==> src/design/k_nearest_stable_selection_core_assert.svh <==
// Assertion macros included by the core design file.
`ifndef K_NEAREST_STABLE_SELECTION_CORE_ASSERT_SVH
`define K_NEAREST_STABLE_SELECTION_CORE_ASSERT_SVH

`ifndef NO_ASSERTIONS
// Same-cycle implication.
`define KNSS_ASSERT_IMPL(label, clk, rst, ante, cons) \
  label: assert property (@(posedge clk) disable iff (rst) (ante) |-> (cons)) \
    else $error("assertion failed");
// Next-cycle implication.
`define KNSS_ASSERT_NEXT(label, clk, rst, ante, cons) \
  label: assert property (@(posedge clk) disable iff (rst) (ante) |=> (cons)) \
    else $error("assertion failed");
`else
`define KNSS_ASSERT_IMPL(label, clk, rst, ante, cons)
`define KNSS_ASSERT_NEXT(label, clk, rst, ante, cons)
`endif

`endif

==> src/design/knss_pkg.sv <==
package knss_pkg;

  localparam int DIST_W = 64;
  localparam int IDX_W  = 20;
  localparam int RANK_W = 5;
  localparam int CNT_W  = 6;
  // wide enough for any effective k up to the largest chain length
  localparam int KEFF_W = 7;

  localparam logic [CNT_W-1:0] COUNT_RESET = 6'd4;

  // register index codes (byte address / 4)
  localparam int  REG_IDX_W = 1;
  localparam logic [REG_IDX_W-1:0] REG_NEIGHBOUR_COUNT = 1'b0;

  typedef struct packed {
    logic              valid;
    logic [DIST_W-1:0] distance;
    logic [IDX_W-1:0]  idx;
  } entry_t;

  typedef struct packed {
    logic insert;  // place the candidate, move the tail right
    logic shift;   // move every entry one cell toward the head
  } cell_ctrl_t;

endpackage

==> src/design/knss_cell.sv <==
module knss_cell (
  input  logic                clk,
  input  logic                rst,
  input  logic                en,
  input  knss_pkg::cell_ctrl_t ctrl,
  input  knss_pkg::entry_t    cand,
  input  knss_pkg::entry_t    left,
  input  knss_pkg::entry_t    right,
  input  logic                left_occ,
  input  logic                left_keep,
  output knss_pkg::entry_t    ent,
  output logic                occ,
  output logic                keep
);
  import knss_pkg::*;

  entry_t ent_next;

  always_comb begin
    occ  = ent.valid & en;
    // entries not larger than the candidate stay put (earlier arrival wins ties)
    keep = occ & (ent.distance <= cand.distance);
    ent_next = ent;
    if (ctrl.shift) begin
      ent_next = right;
    end else if (ctrl.insert) begin
      if (!keep) begin
        ent_next = left_keep ? cand : left;
      end
      ent_next.valid = en & (occ | left_occ);
    end
  end

  always_ff @(posedge clk) begin
    ent.distance <= ent_next.distance;
    ent.idx      <= ent_next.idx;
    if (rst) begin
      ent.valid <= 1'b0;
    end else begin
      ent.valid <= ent_next.valid;
    end
  end

endmodule

==> config.mk <==
export PLATFORM = sky130hd
export DESIGN_NAME = knss_cell
export DESIGN_NICKNAME = d
export VERILOG_FILES = /design/src/design/k_nearest_stable_selection_core_assert.svh /design/src/design/knss_pkg.sv /design/src/design/knss_cell.sv
export SDC_FILE = /design/constraint.sdc
export NUM_CORES = 1
export LEC_CHECK = 0
export BUFFER_PORTS_ARGS = -buffer_cell sky130_fd_sc_hd__buf_2
export CAP_MARGIN = 20
export CORE_AREA = 2 2 136 138
export DETAILED_ROUTE_END_ITERATION = 10
export DIE_AREA = 0 0 138 140
export PLACE_DENSITY = 0.61
export SYNTH_ARGS = -nofsm -noshare
export SYNTH_HDL_FRONTEND = slang
export SYNTH_SLANG_ARGS = --single-unit
==> constraint.sdc <==
create_clock -name clk -period 5.4 [get_ports clk]
set_input_delay 0 -clock clk [delete_from_list [all_inputs] [get_ports clk]]
set_output_delay 0 -clock clk [all_outputs]
set_load 0.01 [all_outputs]
# Yosys cells after proc, flatten, opt, wreduce, memory -nomap -nowiden
# Index checks and enable logic that the tools add are counted.
# word_totals
register_bits	85
latch_bits	0
ramBits	0
rom_bits	0
in_bits	262
output_inout_bits	87
elab_cells	15
n_memories	0
# op_classes
addsub	0
multipliers	0
div	0
magnitude_cmp	1
eq_ne	1
shifts	0
n_mux	4
bitwise	4
reduce_logical	2
# op_table
operator	count
$mux W85	2
$mux W84	2
$le A64 B64 Y1	1
$and A1 B1 Y1	3
$ne A2 B1 Y1 const B	1
$reduce_and A2 Y1	1
$reduce_bool A2 Y1	1
$or A1 B1 Y1	1

# Longest topological paths before layout
# logic_depth
word_depth	5
mapped_depth	9
mapped_depth_nobuf	9

# Worst setup path before layout
# Ideal clock, no wire load.
# synth_path
path_type	reg2reg
start	register ent[78] (netlist name)
end	register ent[0] (netlist name), enable pin
setup_time_ns	0.450
t_arrival_ns	3.562
required_ns	4.950
setup_slack_ns	1.388
path_stages_with_launch	7
path_buffers	0
synth_period_minus_slack_ns	4.012
path_cell_list	edfxtp_1 ha_1 nand4_1 nor4_1 nand2_1 o21ai_1 a31o_1
# synth_between
elab_chain_len	4
# synth_rtl
item	line_no	text
start, declared	knss_cell.sv:11	output knss_pkg::entry_t ent,
$le A64 B64 Y1	knss_cell.sv:22	keep = occ & (ent.distance <= cand.distance);
$and A1 B1 Y1	knss_cell.sv:22	
$ne A2 B1 Y1 (no source line)	n/a	
$reduce_and A2 Y1 (no source line)	n/a	
# Every way passes these cells.
# A chain may end at the register's enable or synchronous reset.

# Worst setup path in the final report
# layout_path
start	register ent[75] (netlist name)
end	register ent[16] (netlist name), enable pin
# Same word-level chain as after synthesis.

==> implementation parameters <==
Parameter                              Value

Power and ir drop
  Leakage power    4.642 nW
  Total power    2.044 mW
  Pwr per Cell Area    226.5 nW/um^2
  Worst vdd rail ir drop    0.1342 mV

Hold path
  Endpoint of the worst hold-timing path    ent[83]
  Type of the tightest min-delay check    input pin to flip-flop
  Hold Crit Start    right[83]
  Worst hold path stage count    3

Timing
  Final Hold Fails    0
  Final number of setup-violating endpoints    0
  Setup repair after global routing missed its margin    no
  Worst setup skew after layout    9.270 ps
  Transition time at the pin with the least slew margin    1024 ps
  Setup TNS    0 ps
  Final Max Slew Viols    0
  Tmin final    3526 ps
  Upper clock frequency limit    0.2836 GHz
  Share of the clock period used by the worst path after layout    65.30%
  Slew Limit Headroom    31.72%
  WHS    10.36 ps

Global routing
  Total routing usage reported by global routing    19.33%
  Number of antenna violations at the first check in global routing    0
  Number of global-route vias before repair    6129
  Residual overflow from global routing    0
  Pin count of the biggest net entering global routing    105
  First-pass GRT wire length    30090 microns

Clock tree
  Clock tree from TritonCTS    done
  Num CTS Buffers    9
  Post-CTS setup buffers    0
  Max Root-Sink Buffers    2
  Clock-pin slew of the registers on the worst-case setup and hold paths    60 ps
  Clock root buffer    clkbuf_16
  CTS H-tree lvls    3
  CTS sink count    85
  Worst skew pair latency    340 ps

Floorplan
  Row Count    49
  Horizontal die dimension    138 microns
  Initial Util    33.19%
  Die H    140 microns
  Floorplan core area    17780 sq um
  Ports    349
  Overall die area    19320 sq um

Setup path
  Largest fanout on the critical path    68
  Critical path endpoint category    flip-flop
  Buffers plus inverters on the worst setup path    1
  Required time at the endpoint of the critical path    5430 ps
  Critical R2R Capture    ent[16]
  Worst setup path category    flip-flop to flip-flop
  Critical path data arrival time    3560 ps
  Family of cells with the greatest summed delay on the critical path    compound AO/OA/AOI/OAI gates
  Critical path, cell by cell    ha_1, nand4_1, nor4_1, nand2_1, o21ai_1, a31o_4, buf_4
  Cell depth of the worst flop-to-flop path    7
  R2r setup slk    1870 ps
  Peak per-stage delay on the critical path    870 ps
  Slowest-stage cell, CP    a31o_4
  CP Launch Type    flip-flop
  Source of the worst register-to-register timing path    ent[75]

Synth
  Yosys top cell by area    edfxtp_1
  Fraction of post-synthesis cell area in the top cell type by area    42.74%
  Largest cells by area after synthesis    edfxtp_1 43%, mux2i_1 14%, ha_1 14%, o21ai_0 7.5%, nand2_1 6.2%
  Mean instance size in the synthesized netlist    9.820 sq um
  Post-synthesis instance area    5902 sq um
  Cell count after synthesis    601
  Register area share after synthesis    43.08%
  Count of synthesis-stage warnings from yosys    0
  Unique masters post-synth    33
  Count of state elements after synthesis    85
  Synth Net Count    927

Finish
  Share of layout cells above drive strength 1    35.67%
  Net count reported at finish    1347
  Most flops, register    ent
  Fillers    1637
  Non-Filler Cell Area, Final    9026 sq um
  Registers with the highest flip-flop counts    ent: 85 flops
  Area growth from synthesis to layout    52.94%
  Flip-flop count of the largest register, all copies and words added    85

Placement
  Gp weighted congestion    0.8588
  Placed wire-length estimate after detailed placement    14260 microns
  Area after detailed placement    7840 sq um
  Port bufs    346

Routing
  DR DRC count    0
  Routed length per instance    15.02 microns
  Final WL    18870 microns
  DR pass1 iterations    4
  First-iteration detailed-routing DRC count    206
  Vias per inst    4.667
  ANT nets after route    0
  Vias after detailed routing    5862

Flow run
  Maximum capacitance violations    0

Status
  Result of the run    complete, no violations
## layout make-up
cell class              count  area (sq um)  share of cell area (%)
multi-input cells         422          3008                   33.32
repair buffers            438          2650                   29.36
flip-flops and latches     85          2542                   28.17
well taps                 229         286.5                   3.174
inverters                  65         244.0                   2.703
clock buffers              10         229.0                   2.537
clock inverters             6         63.81                  0.7070
diodes                      1         2.502                 0.02772
## where the power goes
group          internal, mW  leakage, nW  switching (mW)
sequential            0.819        0.886          0.0334
clock                 0.358        0.140           0.258
combinational         0.281         3.62           0.294
## worst register-to-register path: cells and delay by family, from the launching register on
family          cells  cell delay, ps
compound gates      2            1100
simple gates        3             940
buf+inv             1             420
flops               1             410
fa+ha+maj           1             330
## synthesized netlist by cell type (all sizes together)
cell     number
nand2        97
o21ai        91
edfxtp       84
mux2i        84
inv          65
ha           64
a21oi        27
clkbuf       22
nand4        14
nand3         8
buf           7
a21o          6
nor4          4
a221o         3
and4          3
nor2          3
nor3          3
a221oi        2
nor2b         2
o211ai        2
a2111oi       1
a211oi        1
a21boi        1
a31o          1
and2          1
dfxtp         1
nand2b        1
o211a         1
o21a          1
or3           1
## worst max path at each step
stage	startpoint	to	slack, ps	cells after the start
floorplan	ent[78]	ent[0]	1390	6
global placement	ent[75]	ent[18]	1910	7
detailed placement	ent[75]	ent[12]	1820	7
CTS	ent[75]	ent[18]	1800	7
global route	ent[78]	ent[3]	1600	7
finish	ent[75]	ent[16]	1870	7
## routing by layer
metal | vias up | GRT usage [%] | routed length (microns)
li1 | 3015 | - | -
met1 | 2571 | 22.50 | 7768
met2 | 235 | 34.50 | 9372
met3 | 41 | 4.137 | 1160
met4 | 0 | 8.163 | 567
met5 | - | 0 | 0
## metrics by stage
step | std cells | utilization, % | setup WS (ps)
after floorplan | 601 | - | 1388
after global placement | 1150 | 44.10 | 1912
final | 1256 | 50.77 | 1874
after global routing | 1255 | 50.75 | 1595
after detailed placement | 1150 | 44.10 | 1820
after CTS | 1255 | 50.75 | 1795
## cell usage in the layout (no fill, tap or decap), types with 3 or more instances in the layout
master	n
o21ai_1	3
a221o_1	3
o21ai_0	88
clkbuf_16	9
and4_1	3
a21oi_1	26
a21o_1	6
buf_4	5
ha_1	64
edfxtp_1	84
mux2i_1	84
nor2_1	3
nand3_1	8
buf_2	344
nor3_1	3
dlygate4sd3_1	89
inv_1	65
nand2_1	97
nor4_1	4
nand4_1	14
## timing repair
action / in CTS / in global routing
hold buffers: 89 / 0
endpoints found under the setup margin: 0 / 0
hold endpoints to repair: 84 / 0
resized for setup: 0 / 0
## kinds of logic after synthesis
| family | count (synthesis) | share of synthesized area, % |
|---|---|---|
| flops | 85 | 43.08 |
| compound gates | 137 | 12.83 |
| buf+inv | 94 | 6.105 |
| fa+ha+maj | 64 | 13.57 |
| mux | 84 | 14.25 |
| simple gates | 137 | 10.18 |
Note: power is estimated with default switching activity, not from simulation.
